===== src/hw/rtl/laser_line_peak_detector_assert.svh =====
// assertion macros for the laser line peak detector
// expects signals named clk and arst_n in the including module
`ifndef LASER_LINE_PEAK_DETECTOR_ASSERT_SVH
`define LASER_LINE_PEAK_DETECTOR_ASSERT_SVH

`ifndef SYNTHESIS

// condition must hold at every edge outside reset
`define LLPD_ASSERT(lbl, cond, msg) \
	lbl: assert property (@(posedge clk) disable iff (!arst_n) (cond)) else $error(msg);

// consequent must hold in the cycle after the antecedent
`define LLPD_ASSERT_NEXT(lbl, ante, cons, msg) \
	lbl: assert property (@(posedge clk) disable iff (!arst_n) (ante) |=> (cons)) \
		else $error(msg);

`else

`define LLPD_ASSERT(lbl, cond, msg)
`define LLPD_ASSERT_NEXT(lbl, ante, cons, msg)

`endif

`endif


===== src/hw/rtl/lpd_pkg.sv =====
// shared types and constants for the laser line peak detector
// no dependencies
package lpd_pkg;

	// frame geometry and field widths
	localparam int MAX_COLUMNS = 4096;
	localparam int MAX_ROWS    = 4096;
	localparam int CHAN_W      = 8;
	localparam int LEVEL_W     = 10;
	localparam int COL_W       = 12;
	localparam int ROW_W       = 12;

	// one accepted pixel pair with its row/frame markers
	typedef struct packed {
		logic [CHAN_W-1:0] laser_red;
		logic [CHAN_W-1:0] laser_green;
		logic [CHAN_W-1:0] laser_blue;
		logic [CHAN_W-1:0] tex_red;
		logic [CHAN_W-1:0] tex_green;
		logic [CHAN_W-1:0] tex_blue;
		logic              row_end;
		logic              frame_end;
	} pix_t;

	// one per-row result
	typedef struct packed {
		logic               found;
		logic [COL_W-1:0]   column;
		logic [LEVEL_W-1:0] brightness;
		logic [CHAN_W-1:0]  red;
		logic [CHAN_W-1:0]  green;
		logic [CHAN_W-1:0]  blue;
		logic [ROW_W-1:0]   row;
	} res_t;

endpackage


===== src/hw/rtl/lpd_row_track.sv =====
// running brightest-pixel tracker for one row plus column/row counters
// depends on lpd_pkg
module lpd_row_track import lpd_pkg::*; (
	input  logic clk,
	input  logic arst_n,
	input  logic step,
	input  pix_t pix,
	output res_t res
);

	logic [LEVEL_W-1:0] best_level_q;
	logic [COL_W-1:0]   best_column_q;
	logic [CHAN_W-1:0]  best_red_q;
	logic [CHAN_W-1:0]  best_green_q;
	logic [CHAN_W-1:0]  best_blue_q;
	logic [COL_W-1:0]   column_q;
	logic [ROW_W-1:0]   row_q;

	logic [LEVEL_W-1:0] level;
	logic               better;
	logic               last;
	logic [LEVEL_W-1:0] nb_level;
	logic [COL_W-1:0]   nb_column;
	logic [CHAN_W-1:0]  nb_red;
	logic [CHAN_W-1:0]  nb_green;
	logic [CHAN_W-1:0]  nb_blue;
	logic               found;

	// brightness of the laser pixel and strict compare against the best so far
	assign level  = LEVEL_W'(pix.laser_red) + LEVEL_W'(pix.laser_green)
		+ LEVEL_W'(pix.laser_blue);
	assign better = level > best_level_q;
	assign last   = pix.row_end | pix.frame_end;

	// best after this pixel
	assign nb_level  = better ? level : best_level_q;
	assign nb_column = better ? column_q : best_column_q;
	assign nb_red    = better ? pix.tex_red : best_red_q;
	assign nb_green  = better ? pix.tex_green : best_green_q;
	assign nb_blue   = better ? pix.tex_blue : best_blue_q;

	// row result, zeroed fields for an all-black row
	assign found          = nb_level != '0;
	assign res.found      = found;
	assign res.column     = found ? nb_column : '0;
	assign res.brightness = nb_level;
	assign res.red        = found ? nb_red : '0;
	assign res.green      = found ? nb_green : '0;
	assign res.blue       = found ? nb_blue : '0;
	assign res.row        = row_q;

	// state update per pixel, cleared at row end
	always_ff @(posedge clk or negedge arst_n) begin
		if (!arst_n) begin
			best_level_q  <= '0;
			best_column_q <= '0;
			best_red_q    <= '0;
			best_green_q  <= '0;
			best_blue_q   <= '0;
			column_q      <= '0;
			row_q         <= '0;
		end else if (step) begin
			if (last) begin
				best_level_q  <= '0;
				best_column_q <= '0;
				best_red_q    <= '0;
				best_green_q  <= '0;
				best_blue_q   <= '0;
				column_q      <= '0;
				if (pix.frame_end || row_q == ROW_W'(MAX_ROWS - 1)) begin
					row_q <= '0;
				end else begin
					row_q <= row_q + 1'b1;
				end
			end else begin
				best_level_q  <= nb_level;
				best_column_q <= nb_column;
				best_red_q    <= nb_red;
				best_green_q  <= nb_green;
				best_blue_q   <= nb_blue;
				if (column_q == COL_W'(MAX_COLUMNS - 1)) begin
					column_q <= '0;
				end else begin
					column_q <= column_q + 1'b1;
				end
			end
		end
	end

endmodule


===== src/hw/rtl/laser_line_peak_detector.sv =====
// Laser line peak detector, top level.
// One input channel carries pixel pairs (laser RGB and colour RGB at the
// same position) row by row, with row_end marking the last pixel of a row
// and frame_end the last pixel of a frame (it also ends the row). One
// output channel carries a result per row: found flag, column and
// brightness of the first brightest laser pixel, the colour pixel there,
// and the row index within the frame.
// Both channels use valid/stall; a transaction happens on a rising edge
// with valid high and stall low.
// Throughput: one pixel per clock while in_stall is low. The row-end
// pixel's transaction edge fills the input register; the edge that moves
// it on loads the row result into the output register, raising out_valid.
// When the receiver stalls, a waiting result holds and the input register
// still takes pixels; in_stall rises only when a row-end pixel sits in the
// input register while the output register is full and stalled.
// Reset clears the best-pixel state, column and row counts and all valid
// flags; no result is pending afterwards.
// Depends on lpd_pkg, lpd_row_track and laser_line_peak_detector_assert.svh.
`include "laser_line_peak_detector_assert.svh"

module laser_line_peak_detector import lpd_pkg::*; (
	input  logic               clk,
	input  logic               arst_n,
	input  logic               in_valid,
	output logic               in_stall,
	input  logic [CHAN_W-1:0]  laser_red,
	input  logic [CHAN_W-1:0]  laser_green,
	input  logic [CHAN_W-1:0]  laser_blue,
	input  logic [CHAN_W-1:0]  tex_red,
	input  logic [CHAN_W-1:0]  tex_green,
	input  logic [CHAN_W-1:0]  tex_blue,
	input  logic               row_end,
	input  logic               frame_end,
	output logic               out_valid,
	input  logic               out_stall,
	output logic               peak_found,
	output logic [COL_W-1:0]   peak_column,
	output logic [LEVEL_W-1:0] peak_brightness,
	output logic [CHAN_W-1:0]  peak_red,
	output logic [CHAN_W-1:0]  peak_green,
	output logic [CHAN_W-1:0]  peak_blue,
	output logic [ROW_W-1:0]   row_index
);

	logic s1_valid_q;
	pix_t s1_q;
	logic out_valid_q;
	res_t out_q;
	res_t res;
	logic s1_last;
	logic s1_done;
	logic in_accept;

	// input stage advances unless its row result has nowhere to go
	assign s1_last   = s1_q.row_end | s1_q.frame_end;
	assign s1_done   = s1_valid_q && !(s1_last && out_valid_q && out_stall);
	assign in_stall  = s1_valid_q && !s1_done;
	assign in_accept = in_valid && !in_stall;

	// input register
	always_ff @(posedge clk or negedge arst_n) begin
		if (!arst_n) begin
			s1_valid_q <= 1'b0;
		end else if (in_accept) begin
			s1_valid_q <= 1'b1;
		end else if (s1_done) begin
			s1_valid_q <= 1'b0;
		end
	end

	always_ff @(posedge clk) begin
		if (in_accept) begin
			s1_q.laser_red   <= laser_red;
			s1_q.laser_green <= laser_green;
			s1_q.laser_blue  <= laser_blue;
			s1_q.tex_red     <= tex_red;
			s1_q.tex_green   <= tex_green;
			s1_q.tex_blue    <= tex_blue;
			s1_q.row_end     <= row_end;
			s1_q.frame_end   <= frame_end;
		end
	end

	// compare and capture
	lpd_row_track u_track (
		.clk    (clk),
		.arst_n (arst_n),
		.step   (s1_done),
		.pix    (s1_q),
		.res    (res)
	);

	// result register
	always_ff @(posedge clk or negedge arst_n) begin
		if (!arst_n) begin
			out_valid_q <= 1'b0;
		end else if (s1_done && s1_last) begin
			out_valid_q <= 1'b1;
		end else if (!out_stall) begin
			out_valid_q <= 1'b0;
		end
	end

	always_ff @(posedge clk) begin
		if (s1_done && s1_last) begin
			out_q <= res;
		end
	end

	assign out_valid       = out_valid_q;
	assign peak_found      = out_q.found;
	assign peak_column     = out_q.column;
	assign peak_brightness = out_q.brightness;
	assign peak_red        = out_q.red;
	assign peak_green      = out_q.green;
	assign peak_blue       = out_q.blue;
	assign row_index       = out_q.row;

	// checks
	`LLPD_ASSERT(a_stall_only_on_row_end, !in_stall || (s1_valid_q && s1_last && out_valid_q), "input stalled without a blocked row result")
	`LLPD_ASSERT(a_found_matches_level, !out_valid_q || (peak_found == (peak_brightness != '0)), "found flag disagrees with brightness")
	`LLPD_ASSERT(a_black_row_zero, !out_valid_q || peak_found || (peak_column == '0 && peak_red == '0 && peak_green == '0 && peak_blue == '0), "black row result not zeroed")
	`LLPD_ASSERT_NEXT(a_row_end_result, s1_done && s1_last, out_valid_q, "row end gave no result")

endmodule

===== config.mk =====
export PLATFORM = sky130hd
export DESIGN_NAME = laser_line_peak_detector
export DESIGN_NICKNAME = d
export VERILOG_FILES = /design/src/hw/rtl/lpd_pkg.sv /design/src/hw/rtl/lpd_row_track.sv /design/src/hw/rtl/laser_line_peak_detector.sv
export VERILOG_INCLUDE_DIRS = /design/src /design/src/hw/rtl
export SDC_FILE = /design/constraint.sdc
export NUM_CORES = 1
export LEC_CHECK = 0
export ABC_AREA = 1
export ABC_CLOCK_PERIOD_IN_PS = 4800
export BUFFER_PORTS_ARGS = -buffer_cell sky130_fd_sc_hd__buf_2
export CORE_MARGIN = 4
export CORE_UTILIZATION = 57
export CTS_CLUSTER_DIAMETER = 150
export CTS_CLUSTER_SIZE = 25
export DETAILED_ROUTE_END_ITERATION = 10
export GPL_TIMING_DRIVEN = 0
export HOLD_SLACK_MARGIN = 0.02
export PLACE_DENSITY = 0.76
export SETUP_SLACK_MARGIN = 0.15
export SLEW_MARGIN = 20
export SYNTH_ARGS = -nofsm -noshare
export SYNTH_HDL_FRONTEND = slang
export SYNTH_HIERARCHICAL = 1
export SYNTH_SLANG_ARGS = --single-unit

===== constraint.sdc =====
create_clock -name clk -period 4.8 [get_ports clk]
set_input_delay 0.96 -clock clk [delete_from_list [all_inputs] [get_ports clk]]
set_output_delay 0.96 -clock clk [all_outputs]
set_load 0.02 [all_outputs]

; Word level (Yosys, flattened, before mapping)
; Cells that the tools add are included.
; Widths: inputs -> output; s select.
[totals]
in_bits = 54
word_cells = 63
regBits = 181
out_inout_bits = 61
[op_classes]
magnitude_cmp = 1
n_eq_ne = 3
mux = 17
n_reduce_logical = 13
bitwise_logic = 1
add_sub_neg = 4
[ops]
columns = operator, n
row1 = $mux 12, 5
row2 = $mux 8, 6
row3 = $add 12x1->12 const B, 2
row4 = $eq 12x12->1 const B, 2
row5 = $mux 10, 2
row6 = $add 10x8->10, 1
row7 = $gt 10x10->1, 1
row8 = $reduce_bool 10->1, 1
row9 = $add 8x8->9, 1
row10 = $logic_and 1x1->1, 6
row11 = $mux 1, 4
row12 = $logic_not 1->1, 3
row13 = $ne 2x1->1 const B, 1
row14 = $reduce_and 2->1, 1
row15 = $reduce_bool 2->1, 1
row16 = $logic_or 1x1->1, 1
row17 = $or 1x1->1, 1

; Logic depth before layout (Yosys ltp)
; Gate-level depths: netlist of run 1.
[depth]
depth_word = 10
depth_mapped = 28
depth_no_buf = 26

; By module
; The synthesis of run 1 kept the hierarchy.
[by_module_without_submodules]
columns = module, area_per_inst_um2, cells_per_inst, instances, seq_area_each_um2
row1 = lpd_row_track, 4848.4, 654, 1, 1751.7
row2 = laser_line_peak_detector, 3382.0, 124, 1, 3323.2

; Worst setup path before layout of run 1
; Ideal clock, no wire load.
[synth_path]
kind = in2reg
startpoint = in out_stall
endpoint = reg s1_q[0] in the netlist's numbering (enable)
cell_stages = 3
path_buffers = 0
required_time_ns = 4.326
t_arrival_ns = 3.530
slack_ns = 0.796
setup_time_ns = 0.474
cell_sequence = nand2_2 > nor2_2 > a21oi_1
[synth_between]
elab_chain_len = 7
[synth_rtl]
columns = item, line_no
row1 = from (decl), laser_line_peak_detector.sv:35  ; input logic out_stall,
row2 = $logic_and 1x1->1, laser_line_peak_detector.sv:56  ; assign s1_done = s1_valid_q && !(s1_last && out_valid_q && out_stall);
row3 = $logic_not 1->1, laser_line_peak_detector.sv:56
row4 = $logic_and 1x1->1, laser_line_peak_detector.sv:56
row5 = $logic_not 1->1, laser_line_peak_detector.sv:57  ; assign in_stall = s1_valid_q && !s1_done;
row6 = $logic_and 1x1->1, laser_line_peak_detector.sv:57
row7 = $logic_not 1->1, laser_line_peak_detector.sv:58  ; assign in_accept = in_valid && !in_stall;
row8 = $logic_and 1x1->1, laser_line_peak_detector.sv:58
row9 = net in_accept, laser_line_peak_detector.sv:52  ; logic in_accept;
row10 = to (decl), laser_line_peak_detector.sv:46  ; pix_t s1_q;
; The timed path passes the listed nets, and every way through them passes these cells.
; A chain may end at the register's enable or synchronous reset.

; Final worst setup path of run 1
[layout_path]
startpoint = reg s1_q[27] in the netlist's numbering
endpoint = reg out_q, in the netlist peak_column[3], data pin
[layout_between]
elab_chain_len = 4
word_cells_on_any_way = 5
classes_between = add/sub: 1 / order compare: 1 / mux: 2 / reduce/logical: 1
[layout_rtl]
columns = item, line_no
row1 = $add 10x8->10 (*), lpd_row_track.sv:31  ; + LEVEL_W'(pix.laser_blue);
row2 = $gt 10x10->1, lpd_row_track.sv:32  ; assign better = level > best_level_q;
row3 = $mux 10, lpd_row_track.sv:36  ; assign nb_level = better ? level : best_level_q;
row4 = $reduce_bool 10->1, lpd_row_track.sv:43  ; assign found = nb_level != '0;
row5 = to (signal assigned), laser_line_peak_detector.sv:106  ; out_q <= res;
row6 = to (decl), laser_line_peak_detector.sv:48  ; res_t out_q;
; Every way passes the cells marked *; elsewhere a longest branch is shown, timed or not.

==> impl_metrics.yaml, run 1 <==
clocking:
  clockBufferDepth: 2
  postCtsSetupBuffers: 0
  cts_max_level: 4
  clockRootBuffer: "clkbuf_16"
  cts_num_sinks: 181
  clkSlewWorstSetupHoldPaths_ns: 0.07
  numCtsBuffers: 17
  cts_resized: 0
  clkLatencyLatePin_ns: 0.44
  ctsHoldBuffers: 0
  cts_tree: "yes"
worst_setup_path:
  r2r_setup_slack_ns: 0.45
  path_class: "flip-flop to flip-flop"
  r2r_cells: 26
  crit_fanout: 10
  arrival_ns: 4.55
  worstReg2RegEnd: "peak_column[3]$_DFFE_PP_"
  crit_required_ns: 5.00
  cp-startpoint: "s1_q[27]$_DFFE_PP_"
  crit_path_end: "peak_column[3]$_DFFE_PP_"
  start_kind: "flip-flop"
  worstSetupEndpointType: "flip-flop"
  r2r_start: "s1_q[27]$_DFFE_PP_"
global_route:
  grt_pass1_wl_um: 25800
  antenna_found_initial: 0
  grt_pass1_vias: 5395
  grt_max_degree: 60
  grt-ovfl-total: 0
  grt_use_total_pct: 20.3
cells_and_area:
  drive_above_1_share_pct: 25.0
  finish.utilization_pct: 69.9
  final_area_um2: 9780
  nets: 996
  syn_to_final_growth_pct: 18.9
  diodes: 0
  stdcell_count: 1107
timing:
  slew_headroom_pct: 49.8
  rsz0062_at_grt: "no"
  finalCriticalPeriod_ns: 4.35
  final_max_slew_viol_count: 0
  skew_ns: 0.0100
  worst_slew_pin_slew_ns: 0.753
  finalCritPeriodShare_pct: 90.6
  setup_tns_ns: 0
  fmax_mhz: 230
  setup_viol_count_final: 0
  finalHoldViolCount: 0
synthesis:
  synth_flop_cell: "edfxtp_1"
  yosysWarnings: 6
  ys_seq_area_share_pct: 61.7
  async_flop_share_pct: 39.8
  synth_common_cells: "146 x inv_1, 145 x nand2_1, 109 x edfxtp_1, 72 x dfrtp_1, 42 x o21ai_0"
  syn-num-nets: 860
  synth_area_leaders: "edfxtp_1 40%, dfrtp_1 22%, inv_1 6.7%"
  yosysMostFrequentCell: "inv_1"
  ys_seq_elements: 181
  synth_area_um2: 8230
  synth_top_area_share_pct: 39.8
  synth_edf_count: 109
  synth_cell_type_count: 37
  yosysTopAreaCell: "edfxtp_1"
  synthCells: 778
  synth_area_per_cell_um2: 10.6
floorplanning:
  dieArea_um2: 16400
  die_w_um: 128
  core_region_area_um2: 14000
  ios: 115
  die_h_um: 128
  core.rowCount: 43
  initial_core_util_pct: 58.8
hold_path:
  min_path_type: "input port to async pin"
power:
  p_leak_uw: 0.00467
  peakVddDrop_uv: 341
  p_per_area_nw_per_um2: 602
  power_uw: 5890
place:
  place.gp.congestion: 0.824
  hpwl_um: 10700
  portBuffers: 114
  dpl_cell_area_um2: 9130
  dpl.cell_count: 1075
routing:
  final_antenna_net_count: 0
  route.detailed.drc: 0
  vias: 5552
  wirelength_um: 15600
  dr.pass1.iters: 5
  routedWlPerCell_um: 14.1
  viasPerCell: 5.02
  initialDrtViolationCount: 416
flow_run:
  drv_cap: 0
outcome:
  status: "finished, final reports clean"
logic make-up (layout without fill, tap and decap cells):
family	after synthesis	after routing	share of synthesized area (%)
simple gates	252	252	15.2
buf+inv	200	349	9.68
flops	181	181	61.7
fa+ha+maj	28	28	5.08
xor+xnor	8	8	0.851
compound gates	109	109	7.57
through the flow:
step                      hold slack, ns  worst slack, ns
final                              0.398            0.452
after global routing               0.397            0.160
after CTS                          0.395            0.373
after detailed placement           0.442            0.393
after global placement             0.437           -0.317
after floorplan                    0.425            0.796
sequential cells by signal, summed over array words and instances (netlist names):
signal / cells
u_track/best_level_q: 10
u_track/best_column_q: 12
row_index: 12
peak_brightness: 10
u_track/best_blue_q: 8
s1_q: 50
out_valid: 1
peak_blue: 8
u_track/row_q: 12
u_track/column_q: 12
s1_valid_q: 1
peak_column: 12
peak_green: 8
u_track/best_red_q: 8
u_track/best_green_q: 8
peak_found: 1
peak_red: 8
worst min path at each step:
stage                                               end  cells after the start
floorplan                       row_index[11]$_DFFE_PP_                      0
global placement                row_index[11]$_DFFE_PP_                      0
detailed placement              row_index[11]$_DFFE_PP_                      0
CTS                 u_track/best_level_q[2]$_DFFE_PN0P_                      1
global route               u_track/row_q[3]$_DFFE_PN0P_                      1
finish                     u_track/row_q[2]$_DFFE_PN0P_                      1
where the power goes:
| part | switching (µW) | internal [µW] |
|---|---|---|
| Combinational | 1480 | 755 |
| Clock | 612 | 888 |
| Sequential | 96.1 | 2060 |
routing by layer:
metal	up-vias	share of wire, %	global-route usage [%]
li1	2783	-	-
met1	2581	44	27.2
met2	156	48	31.7
met3	32	5.5	5.29
met4	0	2.4	8.86
met5	-	0	0
final cells by class:
| type | count | area (µm²) |
|---|---|---|
| clock buffer | 18 | 429 |
| inverter | 179 | 674 |
| tap | 180 | 225 |
| timing repair buffer | 117 | 656 |
| clock inverter | 14 | 221 |
| multi-input combinational | 397 | 2380 |
| fill | 1037 | 4200 |
| buffer | 21 | 126 |
| sequential | 181 | 5070 |
critical path, cell delays in order (launching register included):
cell and delay [ns]:
edfxtp_1 0.32, inv_1 0.05, fa_1 0.52, inv_1 0.04
ha_1 0.24, fa_1 0.45, nand3_1 0.10, nand3_1 0.12
xnor2_2 0.21, inv_1 0.07, ha_1 0.30, nand2_2 0.10
inv_1 0.04, nand2_1 0.06, nand2_1 0.05, nand2_1 0.09
nand3_4 0.14, nand2_4 0.15, buf_6 0.17, nand2_1 0.07
nand2_2 0.08, nand2_2 0.07, nor2_4 0.12, nand3_4 0.19
buf_6 0.25, nand2_4 0.07, inv_2 0.03
cells in the final DEF, fill, tap and decap left out, types with 5 or more instances in the layout:
cell type  Yosys  final
inv_1        146    145
nor2_1        26     26
nor3_1        10     10
nand2_4       11     11
nand3_1       17     17
nor2_4         5      5
nand3b_1       7      7
a21oi_1       19     18
buf_2          1    114
dfrtp_1       72     72
clkbuf_16      0     17
edfxtp_1     109    109
clkbuf_1      14     14
fa_1           9      9
nand2_1      145    145
nand2_2       19     19
o22ai_1       40     40
ha_1          19     19
o21ai_0       42     42
inv_2         32     32
Power figures use the tool's default switching activity.
==> run 2, diff against run 1 <==
CELL_PAD_IN_SITES_DETAIL_PLACEMENT = 1   (was not set)
CELL_PAD_IN_SITES_GLOBAL_PLACEMENT = 2   (was not set)
CORE_UTILIZATION = 37   (was 57)
==> run 2 against run 1 <==
Combinational power hardly changed; critical endpoint unchanged; die area is 50% higher; via count is 1.0% higher; count of clock-buffer cells in the layout is 4 higher; register-to-register slack worse by 0.02 ns; clock power is 11% lower; cell area is 0.32% higher; fmax is 0.44% lower; critical path depth stayed put; setup slack worse by 0.019 ns.
==> impl_metrics.yaml, run 2 (synthesis gave the netlist of run 1 again) <==
outcome:
  status: "finished, final reports clean"
routing:
  vias: 5609
  wirelength_um: 18500
  dr.pass1.iters: 4
  route.detailed.drc: 0
  initialDrtViolationCount: 182
  routedWlPerCell_um: 15.4
  final_antenna_net_count: 0
  viasPerCell: 4.65
timing:
  finalHoldViolCount: 0
  final_max_slew_viol_count: 0
  skew_ns: 0.00830
  rsz0062_at_grt: "no"
  hold-worst-slack_ns: 0.447
  finalCriticalPeriod_ns: 4.37
  slew_headroom_pct: 55.7
  setup_viol_count_final: 0
  fin_ws_ns: 0.432
  worst_slew_pin_slew_ns: 0.660
  setup_tns_ns: 0
  finalCritPeriodShare_pct: 91.0
  fmax_mhz: 229
power:
  p_leak_uw: 0.00463
  peakVddDrop_uv: 238
  p_per_area_nw_per_um2: 585
cells_and_area:
  syn_to_final_growth_pct: 19.3
  nets: 997
  layout_common_cells: "145 x inv_1, 145 x nand2_1, 114 x buf_2"
  drive_above_1_share_pct: 24.5
  diodes: 0
  fill_cells: 2464
  largest_register_ffs: 50
  largest_register: "s1_q"
worst_setup_path:
  crit_path_end: "peak_column[3]$_DFFE_PP_"
  arrival_ns: 4.56
  worstSetupEndpointType: "flip-flop"
  cpLargestDelayFamily: "adder cells"
  worstReg2RegEnd: "peak_column[3]$_DFFE_PP_"
  r2r_start: "s1_q[27]$_DFFE_PP_"
  cp_num_cells: 26
  path_class: "flip-flop to flip-flop"
  cp-startpoint: "s1_q[27]$_DFFE_PP_"
  r2r_cells: 26
  max_stage_delay_ns: 0.53
  start_kind: "flip-flop"
  crit_required_ns: 4.99
  critPathBufInv: 7
  slowest_stage: "fa_1"
  crit_fanout: 10
  r2r_setup_slack_ns: 0.43
place:
  portBuffers: 114
  dpl_worst_slack_ns: 0.324
  place.gp.congestion: 0.721
  hpwl_um: 13300
floorplanning:
  core_region_area_um2: 21800
  dieArea_um2: 24700
  core.rowCount: 54
  die_h_um: 157
  initial_core_util_pct: 37.7
  ios: 115
  die_w_um: 157
clocking:
  clkLatencyLatePin_ns: 0.42
  clkSlewWorstSetupHoldPaths_ns: 0.07
  numCtsBuffers: 17
  clockRootBuffer: "clkbuf_16"
  ctsHoldBuffers: 0
  cts_tree: "yes"
  cts_num_sinks: 181
  clockBufferDepth: 2
  cts_max_level: 4
flow_run:
  drv_cap: 0
global_route:
  grt_pass1_wl_um: 30300
  grt_max_degree: 49
  grt_pass1_vias: 5975
  antenna_found_initial: 0
  grt-ovfl-total: 0
  grt_use_total_pct: 15.6
hold_path:
  min_path_type: "input port to async pin"
## run 2: cell types whose count changed in the layout (fill, tap and decap cells not counted), moves of 2 or more
cell | previous run | this run
inv_6 | 3 | 1
buf_12 | 0 | 2
clkinv_4 | 4 | 1
clkinv_8 | 2 | 0
bufinv_16 | 4 | 2
clkinv_2 | 0 | 2
clkbuf_1 | 14 | 17
## run 2: worst min-delay path by stage
stage	from	end	slack, ns	cells past startpoint
6_report	arst_n	u_track/best_red_q[2]$_DFFE_PN0P_	0.45	1
3_3_place_gp	u_track/row_q[11]$_DFFE_PN0P_	row_index[11]$_DFFE_PP_	0.43	0
3_5_place_dp	u_track/row_q[11]$_DFFE_PN0P_	row_index[11]$_DFFE_PP_	0.45	0
4_1_cts	arst_n	u_track/best_red_q[2]$_DFFE_PN0P_	0.46	1
2_1_floorplan	u_track/row_q[11]$_DFFE_PN0P_	row_index[11]$_DFFE_PP_	0.42	0
5_1_grt	arst_n	u_track/best_red_q[2]$_DFFE_PN0P_	0.45	1
## run 2: worst register-to-register path, stage by stage, from the launching register on
cell	delay (ns)
edfxtp_1	0.33
inv_1	0.05
fa_1	0.53
inv_1	0.04
ha_1	0.23
fa_1	0.44
nand3_1	0.09
nand3_1	0.08
xnor2_1	0.30
inv_1	0.08
ha_1	0.31
nand2_2	0.10
inv_1	0.04
nand2_1	0.05
nand2_1	0.05
nand2_1	0.09
nand3_4	0.15
nand2_4	0.16
buf_6	0.17
nand2_1	0.07
nand2_2	0.09
nand2_2	0.07
nor2_4	0.10
nand3_4	0.17
buf_6	0.24
nand2_4	0.07
inv_2	0.03
## run 2: routing by layer
metal	GRT usage, %	part of all wire (%)
met5	0	0
met3	3.85	4.8
met1	20.7	46
met4	3.56	0.93
met2	26.2	48
## run 2: repair_timing
action / CTS / global route
setup buffers: 0 / 0
resized for setup: 0 / 4
setup endpoints to repair: 0 / 12
## run 2: cell type report
class,count,area (µm²),share of cell area [%]
tap,280,350,3.57
clock buffer,22,444,4.53
timing repair buffer,118,668,6.81
inverter,179,674,6.87
buffer,21,128,1.30
multi-input combinational,397,2370,24.1
clock inverter,9,106,1.08
sequential,181,5070,51.7
## run 2: power breakdown
| group | switching [µW] | internal [µW] | leakage [µW] |
|---|---|---|---|
| combinational | 1490 | 756 | 0.00233 |
| clock | 576 | 763 | 0.000262 |
| sequential | 100 | 2060 | 0.00203 |
| total | 2170 | 3580 | 0.00463 |
## run 2: metrics by stage
| step | total power, µW | util [%] | area, µm² | instances |
|---|---|---|---|---|
| 2_1_floorplan | 3850 | - | 8230 | 778 |
| 3_3_place_gp | 4400 | 41.9 | 9150 | 1172 |
| 3_5_place_dp | 4460 | 42.4 | 9260 | 1176 |
| 4_1_cts | 5830 | 45.0 | 9810 | 1207 |
| 5_1_grt | 6210 | 45.0 | 9820 | 1207 |
| 6_report | 5740 | 45.0 | 9820 | 1207 |
